File: src/rtl/wats_pkg.sv
// wats_pkg: shared constants, types and the wall tile table for the wall autotile selector.
// No dependencies; every rtl file refers to it by scoped names.
package wats_pkg;

   localparam int MAX_WIDTH  = 256;
   localparam int MAX_HEIGHT = 256;

   // register field and counter widths
   localparam int CFG_W     = 9;
   localparam int CSR_IDX_W = 1;
   localparam int COL_W     = $clog2(MAX_WIDTH);
   localparam int ROW_W     = $clog2(MAX_HEIGHT + 4);
   localparam int X_W       = 8;
   localparam int Y_W       = 8;
   localparam int TILE_W    = 6;

   localparam int GRID_WIDTH_RESET  = 64;
   localparam int GRID_HEIGHT_RESET = 64;

   // register indexes
   localparam logic [CSR_IDX_W-1:0] CSR_GRID_WIDTH  = 1'b0;
   localparam logic [CSR_IDX_W-1:0] CSR_GRID_HEIGHT = 1'b1;

   // 5x5 neighborhood, four line delays feed its upper rows
   localparam int WIN       = 5;
   localparam int NUM_LINES = WIN - 1;

   localparam int FIFO_DEPTH = 3;
   localparam int FIFO_CNT_W = $clog2(FIFO_DEPTH + 1);
   localparam int FIFO_PTR_W = $clog2(FIFO_DEPTH);

   localparam logic [TILE_W-1:0] TILE_VOID  = 6'd55;
   localparam logic [TILE_W-1:0] TILE_FLOOR = 6'd7;

   // orthogonal neighbor bits of the wall mask
   localparam logic [3:0] DIR_N = 4'd1;
   localparam logic [3:0] DIR_W = 4'd2;
   localparam logic [3:0] DIR_E = 4'd4;
   localparam logic [3:0] DIR_S = 4'd8;

   localparam logic [TILE_W-1:0] WALL_TABLE [16] = '{
      6'd20, 6'd50, 6'd17, 6'd51, 6'd18, 6'd48, 6'd2,  6'd49,
      6'd33, 6'd32, 6'd4,  6'd19, 6'd0,  6'd16, 6'd34, 6'd1
   };

   // win[k][j]: bit seen k rows and j cells before the newest one
   typedef logic [WIN-1:0]          win_row_type;
   typedef win_row_type [WIN-1:0]   window_type;

   typedef struct packed {
      logic [X_W-1:0] x;
      logic [Y_W-1:0] y;
      logic           last;
      logic [WIN-1:0] x_ok;   // column offsets -2..+2 lie inside the grid
      logic [WIN-1:0] y_ok;   // row offsets -2..+2 lie inside the grid
   } meta_type;

   typedef struct packed {
      logic [TILE_W-1:0] tile;
      logic [X_W-1:0]    x;
      logic [Y_W-1:0]    y;
      logic              last;
   } result_type;

endpackage

File: src/rtl/wall_autotile_selector_core.sv
// wall_autotile_selector_core: top level of the wall autotile selector.
// Depends on wats_pkg, wats_window, wats_tile_pick and wats_out_fifo.
//
//   channel | ports                                   | moves
//   --------+-----------------------------------------+------------------------------
//   req     | req_valid / req_ready / req_cell_is_wall| one raster cell item
//   rsp     | rsp_valid / rsp_ready / rsp_tile_index, | one tile item
//           | rsp_out_x, rsp_out_y, rsp_last_of_frame |
//   csr     | csr_wr_en / csr_index / csr_wdata       | grid_width, grid_height
//
// Cycles: one req item per clock sustained while req_ready holds. A tile leaves on rsp once
//   the req item that releases it has passed the tile stage, then the output queue head.
// Reset: synchronous, clears counters, valid flags and the queue; the cell history
//   lines are not cleared and need no clearing pass.
// Stalls: a three-entry output queue absorbs rsp back-pressure; req_ready drops only
//   when the queue plus the tile stage could not take another item.
module wall_autotile_selector_core (
   input  logic                              clock,
   input  logic                              reset,
   input  logic                              req_valid,
   output logic                              req_ready,
   input  logic                              req_cell_is_wall,
   output logic                              rsp_valid,
   input  logic                              rsp_ready,
   output logic [wats_pkg::TILE_W-1:0]       rsp_tile_index,
   output logic [wats_pkg::X_W-1:0]          rsp_out_x,
   output logic [wats_pkg::Y_W-1:0]          rsp_out_y,
   output logic                              rsp_last_of_frame,
   input  logic                              csr_wr_en,
   input  logic [wats_pkg::CSR_IDX_W-1:0]    csr_index,
   input  logic [wats_pkg::CFG_W-1:0]        csr_wdata
);

   // grid size, already clamped to 1..max
   logic [wats_pkg::CFG_W-1:0]  width_ff, width_in;
   logic [wats_pkg::CFG_W-1:0]  height_ff, height_in;

   // raster position of the next req item
   logic [wats_pkg::COL_W-1:0]  col_ff, col_in;
   logic [wats_pkg::ROW_W-1:0]  row_ff, row_in;

   // position of the next tile to emit
   logic [wats_pkg::X_W-1:0]    ox_ff, ox_in;
   logic [wats_pkg::Y_W-1:0]    oy_ff, oy_in;

   // tile stage
   logic                        s1_valid_ff, s1_valid_in;
   wats_pkg::meta_type          s1_meta_ff, s1_meta_in;

   logic                        accept;
   logic                        emit;
   logic                        frame_end;
   logic                        push_bit;
   wats_pkg::meta_type          meta;
   wats_pkg::window_type        window;
   logic [wats_pkg::TILE_W-1:0] tile;
   wats_pkg::result_type        result;
   wats_pkg::result_type        head;
   logic [wats_pkg::FIFO_CNT_W-1:0] fifo_count;
   logic                        rsp_pop;

   function automatic logic [wats_pkg::CFG_W-1:0] clamp_dim(
      input logic [wats_pkg::CFG_W-1:0] v,
      input logic [wats_pkg::CFG_W-1:0] lim);
      if (v == '0) return wats_pkg::CFG_W'(1);
      if (v > lim) return lim;
      return v;
   endfunction

   assign accept  = req_valid & req_ready;
   assign rsp_pop = rsp_valid & rsp_ready;

   // Room for this item and the one already in the tile stage.
   assign req_ready = ({1'b0, fifo_count} + (wats_pkg::FIFO_CNT_W + 1)'(s1_valid_ff))
                      < (wats_pkg::FIFO_CNT_W + 1)'(wats_pkg::FIFO_DEPTH);

   // Tiles lag the input by two rows plus two cells: n >= 2w+2 with n = row*w + col.
   // Row 3 reaches it for any width above one; row 2 only from the third column on.
   assign emit = (row_ff >= wats_pkg::ROW_W'(4))
              || (row_ff == wats_pkg::ROW_W'(3) && width_ff != wats_pkg::CFG_W'(1))
              || (row_ff == wats_pkg::ROW_W'(2) && col_ff >= wats_pkg::COL_W'(2));

   assign frame_end = (wats_pkg::CFG_W'(ox_ff) == width_ff - wats_pkg::CFG_W'(1))
                   && (wats_pkg::CFG_W'(oy_ff) >= height_ff - wats_pkg::CFG_W'(1));

   // Padding rows below the grid read as floor.
   assign push_bit = req_cell_is_wall & (row_ff < wats_pkg::ROW_W'(height_ff));

   // Which neighbor offsets fall inside the grid for the tile being emitted.
   always_comb begin
      meta.x       = ox_ff;
      meta.y       = oy_ff;
      meta.last    = frame_end;
      meta.x_ok[0] = (ox_ff >= wats_pkg::X_W'(2));
      meta.x_ok[1] = (ox_ff != '0);
      meta.x_ok[2] = 1'b1;
      meta.x_ok[3] = (wats_pkg::CFG_W'(ox_ff) + wats_pkg::CFG_W'(1)) < width_ff;
      meta.x_ok[4] = (wats_pkg::CFG_W'(ox_ff) + wats_pkg::CFG_W'(2)) < width_ff;
      meta.y_ok[0] = (oy_ff >= wats_pkg::Y_W'(2));
      meta.y_ok[1] = (oy_ff != '0);
      meta.y_ok[2] = 1'b1;
      meta.y_ok[3] = (wats_pkg::CFG_W'(oy_ff) + wats_pkg::CFG_W'(1)) < height_ff;
      meta.y_ok[4] = (wats_pkg::CFG_W'(oy_ff) + wats_pkg::CFG_W'(2)) < height_ff;
   end

   always_comb begin
      width_in    = width_ff;
      height_in   = height_ff;
      col_in      = col_ff;
      row_in      = row_ff;
      ox_in       = ox_ff;
      oy_in       = oy_ff;
      s1_valid_in = accept & emit;
      s1_meta_in  = accept ? meta : s1_meta_ff;

      if (csr_wr_en) begin
         unique case (csr_index)
            wats_pkg::CSR_GRID_WIDTH:
               width_in = clamp_dim(csr_wdata, wats_pkg::CFG_W'(wats_pkg::MAX_WIDTH));
            wats_pkg::CSR_GRID_HEIGHT:
               height_in = clamp_dim(csr_wdata, wats_pkg::CFG_W'(wats_pkg::MAX_HEIGHT));
            default: ;
         endcase
         // any write restarts the frame
         col_in = '0;
         row_in = '0;
         ox_in  = '0;
         oy_in  = '0;
      end else if (accept) begin
         if (emit && frame_end) begin
            col_in = '0;
            row_in = '0;
            ox_in  = '0;
            oy_in  = '0;
         end else begin
            if (wats_pkg::CFG_W'(col_ff) + wats_pkg::CFG_W'(1) >= width_ff) begin
               col_in = '0;
               row_in = row_ff + wats_pkg::ROW_W'(1);
            end else begin
               col_in = col_ff + wats_pkg::COL_W'(1);
            end
            if (emit) begin
               if (wats_pkg::CFG_W'(ox_ff) + wats_pkg::CFG_W'(1) >= width_ff) begin
                  ox_in = '0;
                  oy_in = oy_ff + wats_pkg::Y_W'(1);
               end else begin
                  ox_in = ox_ff + wats_pkg::X_W'(1);
               end
            end
         end
      end
   end

   always_ff @(posedge clock) begin
      if (reset) begin
         width_ff    <= wats_pkg::CFG_W'(wats_pkg::GRID_WIDTH_RESET);
         height_ff   <= wats_pkg::CFG_W'(wats_pkg::GRID_HEIGHT_RESET);
         col_ff      <= '0;
         row_ff      <= '0;
         ox_ff       <= '0;
         oy_ff       <= '0;
         s1_valid_ff <= 1'b0;
      end else begin
         width_ff    <= width_in;
         height_ff   <= height_in;
         col_ff      <= col_in;
         row_ff      <= row_in;
         ox_ff       <= ox_in;
         oy_ff       <= oy_in;
         s1_valid_ff <= s1_valid_in;
      end
      s1_meta_ff <= s1_meta_in;
   end

   // History shifts once per accepted item; the window is read the cycle after.
   wats_window u_window (
      .clock     (clock),
      .win_shift (accept),
      .win_bit   (push_bit),
      .win_width (width_ff),
      .win_cells (window)
   );

   wats_tile_pick u_tile_pick (
      .pick_window (window),
      .pick_meta   (s1_meta_ff),
      .pick_tile   (tile)
   );

   always_comb begin
      result.tile = tile;
      result.x    = s1_meta_ff.x;
      result.y    = s1_meta_ff.y;
      result.last = s1_meta_ff.last;
   end

   wats_out_fifo u_out_fifo (
      .clock      (clock),
      .reset      (reset),
      .fifo_push  (s1_valid_ff),
      .fifo_wdata (result),
      .fifo_pop   (rsp_pop),
      .fifo_valid (rsp_valid),
      .fifo_rdata (head),
      .fifo_count (fifo_count)
   );

   assign rsp_tile_index    = head.tile;
   assign rsp_out_x         = head.x;
   assign rsp_out_y         = head.y;
   assign rsp_last_of_frame = head.last;

endmodule

File: src/rtl/wats_line.sv
// wats_line: one line delay built as a chain of one-bit cells.
// Depends on wats_pkg. The item enters at the cell picked by line_enter and leaves at the far end.
module wats_line (
   input  logic                           clock,
   input  logic                           line_shift,
   input  logic                           line_in,
   input  logic [wats_pkg::MAX_WIDTH-1:0] line_enter,
   output logic                           line_out
);

   logic [wats_pkg::MAX_WIDTH-1:0] cell_ff;
   logic [wats_pkg::MAX_WIDTH-1:0] cell_in;

   always_comb begin
      cell_in[0] = line_enter[0] ? line_in : cell_ff[0];
      for (int i = 1; i < wats_pkg::MAX_WIDTH; i++) begin
         cell_in[i] = line_enter[i] ? line_in : cell_ff[i-1];
      end
   end

   always_ff @(posedge clock) begin
      if (line_shift) begin
         cell_ff <= cell_in;
      end
   end

   assign line_out = cell_ff[wats_pkg::MAX_WIDTH-1];

endmodule

File: src/rtl/wats_window.sv
// wats_window: cell history as four chained line delays plus the 5x5 neighborhood registers.
// Depends on wats_pkg and wats_line.
module wats_window (
   input  logic                       clock,
   input  logic                       win_shift,
   input  logic                       win_bit,
   input  logic [wats_pkg::CFG_W-1:0] win_width,
   output wats_pkg::window_type       win_cells
);

   logic [wats_pkg::MAX_WIDTH-1:0] enter;
   logic [wats_pkg::NUM_LINES-1:0] line_in;
   logic [wats_pkg::NUM_LINES-1:0] line_out;
   wats_pkg::window_type           win_ff;
   wats_pkg::window_type           win_in;

   // line length equals the row width: enter at cell MAX_WIDTH - width
   always_comb begin
      for (int i = 0; i < wats_pkg::MAX_WIDTH; i++) begin
         enter[i] = (win_width == wats_pkg::CFG_W'(wats_pkg::MAX_WIDTH - i));
      end
   end

   always_comb begin
      line_in[0] = win_bit;
      for (int k = 1; k < wats_pkg::NUM_LINES; k++) begin
         line_in[k] = line_out[k-1];
      end
   end

   for (genvar k = 0; k < wats_pkg::NUM_LINES; k++) begin : g_line
      wats_line u_line (
         .clock      (clock),
         .line_shift (win_shift),
         .line_in    (line_in[k]),
         .line_enter (enter),
         .line_out   (line_out[k])
      );
   end

   always_comb begin
      win_in[0] = {win_ff[0][wats_pkg::WIN-2:0], win_bit};
      for (int k = 1; k < wats_pkg::WIN; k++) begin
         win_in[k] = {win_ff[k][wats_pkg::WIN-2:0], line_out[k-1]};
      end
   end

   always_ff @(posedge clock) begin
      if (win_shift) begin
         win_ff <= win_in;
      end
   end

   assign win_cells = win_ff;

endmodule

File: src/rtl/wats_tile_pick.sv
// wats_tile_pick: picks void, floor or wall tile from the 5x5 neighborhood.
// Depends on wats_pkg.
module wats_tile_pick (
   input  wats_pkg::window_type            pick_window,
   input  wats_pkg::meta_type              pick_meta,
   output logic [wats_pkg::TILE_W-1:0]     pick_tile
);

   localparam int C = 2;   // center index

   localparam logic [3:0] MASK_W_E_S = wats_pkg::DIR_W | wats_pkg::DIR_E | wats_pkg::DIR_S;
   localparam logic [3:0] MASK_N_W_E = wats_pkg::DIR_N | wats_pkg::DIR_W | wats_pkg::DIR_E;
   localparam logic [3:0] MASK_N_W_S = wats_pkg::DIR_N | wats_pkg::DIR_W | wats_pkg::DIR_S;
   localparam logic [3:0] MASK_N_E_S = wats_pkg::DIR_N | wats_pkg::DIR_E | wats_pkg::DIR_S;

   wats_pkg::window_type grid;   // grid[row][col], offsets -2..+2 map to 0..4
   logic                 void_c, void_w, void_e, void_n, void_s;
   logic [3:0]           mask;
   logic [3:0]           mask_adj;

   function automatic logic void_at(input wats_pkg::window_type g, input int cy, input int cx);
      return g[cy-1][cx-1] & g[cy-1][cx+1] & g[cy+1][cx-1] & g[cy+1][cx+1];
   endfunction

   always_comb begin
      for (int r = 0; r < wats_pkg::WIN; r++) begin
         for (int c = 0; c < wats_pkg::WIN; c++) begin
            grid[r][c] = pick_window[wats_pkg::WIN-1-r][wats_pkg::WIN-1-c]
                         & pick_meta.x_ok[c] & pick_meta.y_ok[r];
         end
      end
   end

   always_comb begin
      void_c = void_at(grid, C, C);
      void_w = void_at(grid, C, C-1);
      void_e = void_at(grid, C, C+1);
      void_n = void_at(grid, C-1, C);
      void_s = void_at(grid, C+1, C);
      mask   = {grid[C+1][C], grid[C][C+1], grid[C][C-1], grid[C-1][C]};

      mask_adj = mask;
      unique case (mask)
         MASK_W_E_S: begin
            if (void_w)      mask_adj = wats_pkg::DIR_E | wats_pkg::DIR_S;
            else if (void_e) mask_adj = wats_pkg::DIR_W | wats_pkg::DIR_S;
            else if (void_s) mask_adj = wats_pkg::DIR_W | wats_pkg::DIR_E;
         end
         MASK_N_W_E: begin
            if (void_n)      mask_adj = wats_pkg::DIR_W | wats_pkg::DIR_E;
            else if (void_w) mask_adj = wats_pkg::DIR_N | wats_pkg::DIR_E;
            else if (void_e) mask_adj = wats_pkg::DIR_N | wats_pkg::DIR_W;
         end
         MASK_N_W_S: begin
            if (void_n)      mask_adj = wats_pkg::DIR_W | wats_pkg::DIR_S;
            else if (void_w) mask_adj = wats_pkg::DIR_N | wats_pkg::DIR_S;
            else if (void_s) mask_adj = wats_pkg::DIR_N | wats_pkg::DIR_W;
         end
         MASK_N_E_S: begin
            if (void_s)      mask_adj = wats_pkg::DIR_N | wats_pkg::DIR_E;
            else if (void_e) mask_adj = wats_pkg::DIR_N | wats_pkg::DIR_S;
            else if (void_n) mask_adj = wats_pkg::DIR_E | wats_pkg::DIR_S;
         end
         default: mask_adj = mask;
      endcase

      if (void_c)              pick_tile = wats_pkg::TILE_VOID;
      else if (!grid[C][C])    pick_tile = wats_pkg::TILE_FLOOR;
      else                     pick_tile = wats_pkg::WALL_TABLE[mask_adj];
   end

endmodule

File: src/rtl/wats_out_fifo.sv
// wats_out_fifo: small result queue that parts the pipeline from the rsp channel.
// Depends on wats_pkg.
module wats_out_fifo (
   input  logic                            clock,
   input  logic                            reset,
   input  logic                            fifo_push,
   input  wats_pkg::result_type            fifo_wdata,
   input  logic                            fifo_pop,
   output logic                            fifo_valid,
   output wats_pkg::result_type            fifo_rdata,
   output logic [wats_pkg::FIFO_CNT_W-1:0] fifo_count
);

   wats_pkg::result_type                entry_ff [wats_pkg::FIFO_DEPTH];
   logic [wats_pkg::FIFO_PTR_W-1:0]     wr_ptr_ff, wr_ptr_in;
   logic [wats_pkg::FIFO_PTR_W-1:0]     rd_ptr_ff, rd_ptr_in;
   logic [wats_pkg::FIFO_CNT_W-1:0]     count_ff, count_in;

   function automatic logic [wats_pkg::FIFO_PTR_W-1:0] ptr_next(
      input logic [wats_pkg::FIFO_PTR_W-1:0] p);
      if (p == wats_pkg::FIFO_PTR_W'(wats_pkg::FIFO_DEPTH - 1)) return '0;
      return p + wats_pkg::FIFO_PTR_W'(1);
   endfunction

   always_comb begin
      wr_ptr_in = fifo_push ? ptr_next(wr_ptr_ff) : wr_ptr_ff;
      rd_ptr_in = fifo_pop  ? ptr_next(rd_ptr_ff) : rd_ptr_ff;
      count_in  = count_ff + wats_pkg::FIFO_CNT_W'(fifo_push)
                           - wats_pkg::FIFO_CNT_W'(fifo_pop);
   end

   always_ff @(posedge clock) begin
      if (reset) begin
         wr_ptr_ff <= '0;
         rd_ptr_ff <= '0;
         count_ff  <= '0;
      end else begin
         wr_ptr_ff <= wr_ptr_in;
         rd_ptr_ff <= rd_ptr_in;
         count_ff  <= count_in;
      end
   end

   always_ff @(posedge clock) begin
      if (fifo_push) begin
         entry_ff[wr_ptr_ff] <= fifo_wdata;
      end
   end

   assign fifo_valid = (count_ff != '0);
   assign fifo_rdata = entry_ff[rd_ptr_ff];
   assign fifo_count = count_ff;

endmodule

File: config.mk
export PLATFORM = sky130hd
export DESIGN_NAME = wall_autotile_selector_core
export DESIGN_NICKNAME = d
export VERILOG_FILES = /design/src/rtl/wats_pkg.sv /design/src/rtl/wall_autotile_selector_core.sv /design/src/rtl/wats_line.sv /design/src/rtl/wats_window.sv /design/src/rtl/wats_tile_pick.sv /design/src/rtl/wats_out_fifo.sv
export SDC_FILE = /design/constraint.sdc
export NUM_CORES = 2
export LEC_CHECK = 0
export BUFFER_PORTS_ARGS = -buffer_cell sky130_fd_sc_hd__clkbuf_2
export CORE_ASPECT_RATIO = 1.4
export CORE_MARGIN = 8
export CORE_UTILIZATION = 65
export DETAILED_ROUTE_END_ITERATION = 10
export GPL_TIMING_DRIVEN = 0
export PLACE_DENSITY = 0.79
export SLEW_MARGIN = 20
export SYNTH_ARGS = -nofsm -noshare
export SYNTH_HDL_FRONTEND = slang
export SYNTH_HIERARCHICAL = 1
export SYNTH_SLANG_ARGS = --single-unit
File: constraint.sdc
create_clock -name clock -period 84.3 [get_ports clock]
set_input_delay 12.645 -clock clock [delete_from_list [all_inputs] [get_ports clock]]
set_output_delay 12.645 -clock clock [all_outputs]
set_load 0.1 [all_outputs]
==> metrics.md <==
| Metric | Value |
|---|---|
| Status | `complete, no violations` |
| Crit start category | `input port` |
| Worst setup path category | `input port to flip-flop` |
| Pre-CTS WS | `~70 ns` |
| DR vias | `between 20000 and 30000` |
| 1st-iter DRT viols | `2617` |
| Initial antenna violation count | `1` |
| Antenna Nets Post-Route | `0` |
| Row count | `between 100 and 150` |
| Hold/Removal Path Class | `flip-flop to flip-flop` |
| Final non-filler cell total | `about 4700` |
| Cells after DPL | `around 4500` |
| Largest net degree at the start of global routing | `roughly 130` |
| Worst EP arrival | `approximately 16 ns` |
| Critical Path RT | `84.60 ns` |
| Placement Cell Area | `between 50000 and 60000 um^2` |
| Slew Viols, Final | `0` |
| Global router's overall resource usage | `0.2447` |
| Die outline area | `about 94000 um^2` |
| Synthesized area | `54860 um^2` |
| Clock buffer count from CTS | `110` |
| Highest clock rate | `about 65 MHz` |
| Filler Cells Inserted | `roughly 5200` |
| GPL Wtd Cong | `just under 0.9` |
| Vias in the first global route | `roughly 31000` |
| Util after Layout | `0.7195` |
| Syn_area_per_cell | `approximately 16 um^2` |
| First-pass GRT wire length | `between 150 and 200 mm` |
| Worst-path fanout max | `around 120` |
| Synth warn | `6` |
| Setup ws final | `~69 ns` |
| Die W | `between 200 and 300 um` |
| Post-CTS Hold Buffers | `0` |
| Reg area | `around 35000 um^2` |
| # Post-CTS Setup Buffers | `0` |
| Multi-input logic area | `about 18000 um^2` |
| Setup TNS | `0 ns` |
| DR pass1 iterations | `5` |
| PostCTS Resize Cnt | `0` |
| Top delay family on crit path | `buffers and inverters` |
| Critical Path Most Common Cell | `buf_16` |
| Clock skew | `approximately 0.025 ns` |
| Worst slew margin | `0.2530` |
| Die Height | `359.7 um` |
| H-tree lvl count | `3` |
| Port bufs | `39` |
| WHS Path Cells | `0` |
| Top-Level Pins | `about 40` |
| WL/cell | `~24 um` |
| Worst slew pin tran | `1.120 ns` |
| Syn Inst Count | `~3400` |
| CTS clk-pin slew, worst paths | `approximately 0.060 ns` |
| WL final | `around 120 mm` |
| Fin. Hold Viols | `0` |
| Max Cap Viol | `0` |
| Initial Utilization | `0.6528` |
| Root buf cell | `clkbuf_16` |
| Layout net count | `3667` |
| Residual DRC | `0` |
| CP max-delay cell | `buf_16` |
| Lkg Pwr | `~20 nW` |
| Worst path bufs/invs | `6` |
| Clock Path Buffers | `3` |
| # clock sinks | `between 1000 and 1500` |
| Power, Total | `around 1.3 mW` |
| PwrDens | `~22 nW/um^2` |
| Worst path cell trace | `clkbuf_2 > nand2_1 > inv_8 > buf_16 > buf_16 > buf_16 > buf_16` |
| Detailed Place HPWL | `75.31 mm` |
| Unrepaired setup endpoints after global routing | `false` |
| Hold_ws | `0.4203 ns` |
| Finish-stage setup viols | `0` |
| DR vias/cell | `6.311` |
| Fin crit period | `15.29 ns` |
| R2r worst-path depth | `9` |
| Clk Latency, worst-skew pair | `between 0.6 and 0.7 ns` |
| Post-route cell area | `between 60000 and 70000 um^2` |
| Period utilization | `0.1814` |
| CP max stage delay | `0.49 ns` |
| Layout cells sized above 1 | `0.4017` |
| Grt total ovfl | `0` |
| CTS tree | `yes` |
| Cell count along the critical path | `7` |
| Area growth syn-to-layout | `10.20%` |
| Setup crit end kind | `flip-flop` |
| Worst VDD drop | `0.01723 mV` |
| Core Area | `between 80000 and 90000 um^2` |
| Antenna cells | `0` |
placed cells by master (no fill, tap or decap), types with 17 or more instances in the layout:
master	count
clkbuf_2	42
o21ai_1	27
nor3_1	227
nor4_1	20
nand2b_1	17
inv_1	40
dfxtp_1	60
mux2i_1	27
nor4_2	17
xnor2_1	24
buf_6	22
buf_1	17
nor2_1	62
o21ai_0	19
clkinv_2	22
xor2_1	26
buf_2	128
ha_1	86
nand3_1	20
clkbuf_1	79
nand4_1	18
edfxtp_1	1140
mux2_4	96
a21oi_1	37
clkbuf_16	110
mux2_2	926
nand2_1	75
state kept, by name (all words and copies together), names as in the netlist, 9 cells and up, named ones only:
signal                          flops
u_window/g_line.u_line/cell_ff   1024
width_ff                            9
u_window/win_cells                 22
row_ff                              9
u_out_fifo/entry_ff                69
result                             17
height_ff                           9
area by class of cell:
cell class	instances	area share
Buffer	236	0.02070
Clock inverter	75	0.01383
Multi-Input combinational cell	1925	0.2986
Sequential cell	1200	0.5861
Timing Repair Buffer	50	0.007968
Tap cell	1088	0.02252
Inverter	42	0.002732
Clock buffer	131	0.04750
worst paths after layout:
| path | to | slack [ns] | start |
|---|---|---|---|
| worst max-delay path | u_window/g_line[1].u_line/cell_ff[211]$_DFFE_PP_ | 69.01 | req_valid |
| worst max register to register | u_window/g_line[1].u_line/cell_ff[211]$_DFFE_PP_ | 79.84 | s1_valid_ff$_SDFF_PP0_ |
| worst min register to register | u_window/win_cells[11]$_DFFE_PP_ | 0.42 | u_window/win_cells[10]$_DFFE_PP_ |
| worst min-delay path | u_window/win_cells[11]$_DFFE_PP_ | 0.42 | u_window/win_cells[10]$_DFFE_PP_ |
per-layer routing:
| metal | wire, um | track usage | part of all wire |
|---|---|---|---|
| met1 | 44640 | 0.3022 | 0.39 |
| met2 | 60690 | 0.4323 | 0.52 |
| met3 | 5874 | 0.03354 | 0.051 |
| met4 | 4388 | 0.09551 | 0.038 |
| met5 | 15 | 0 | 0.00013 |
report_power, final:
| group | switching, mW | internal (mW) |
|---|---|---|
| Sequential | 0.0123 | 0.695 |
| Clock | 0.221 | 0.291 |
| Combinational | 0.0701 | 0.0402 |
(Power assumes the default switching activity.)
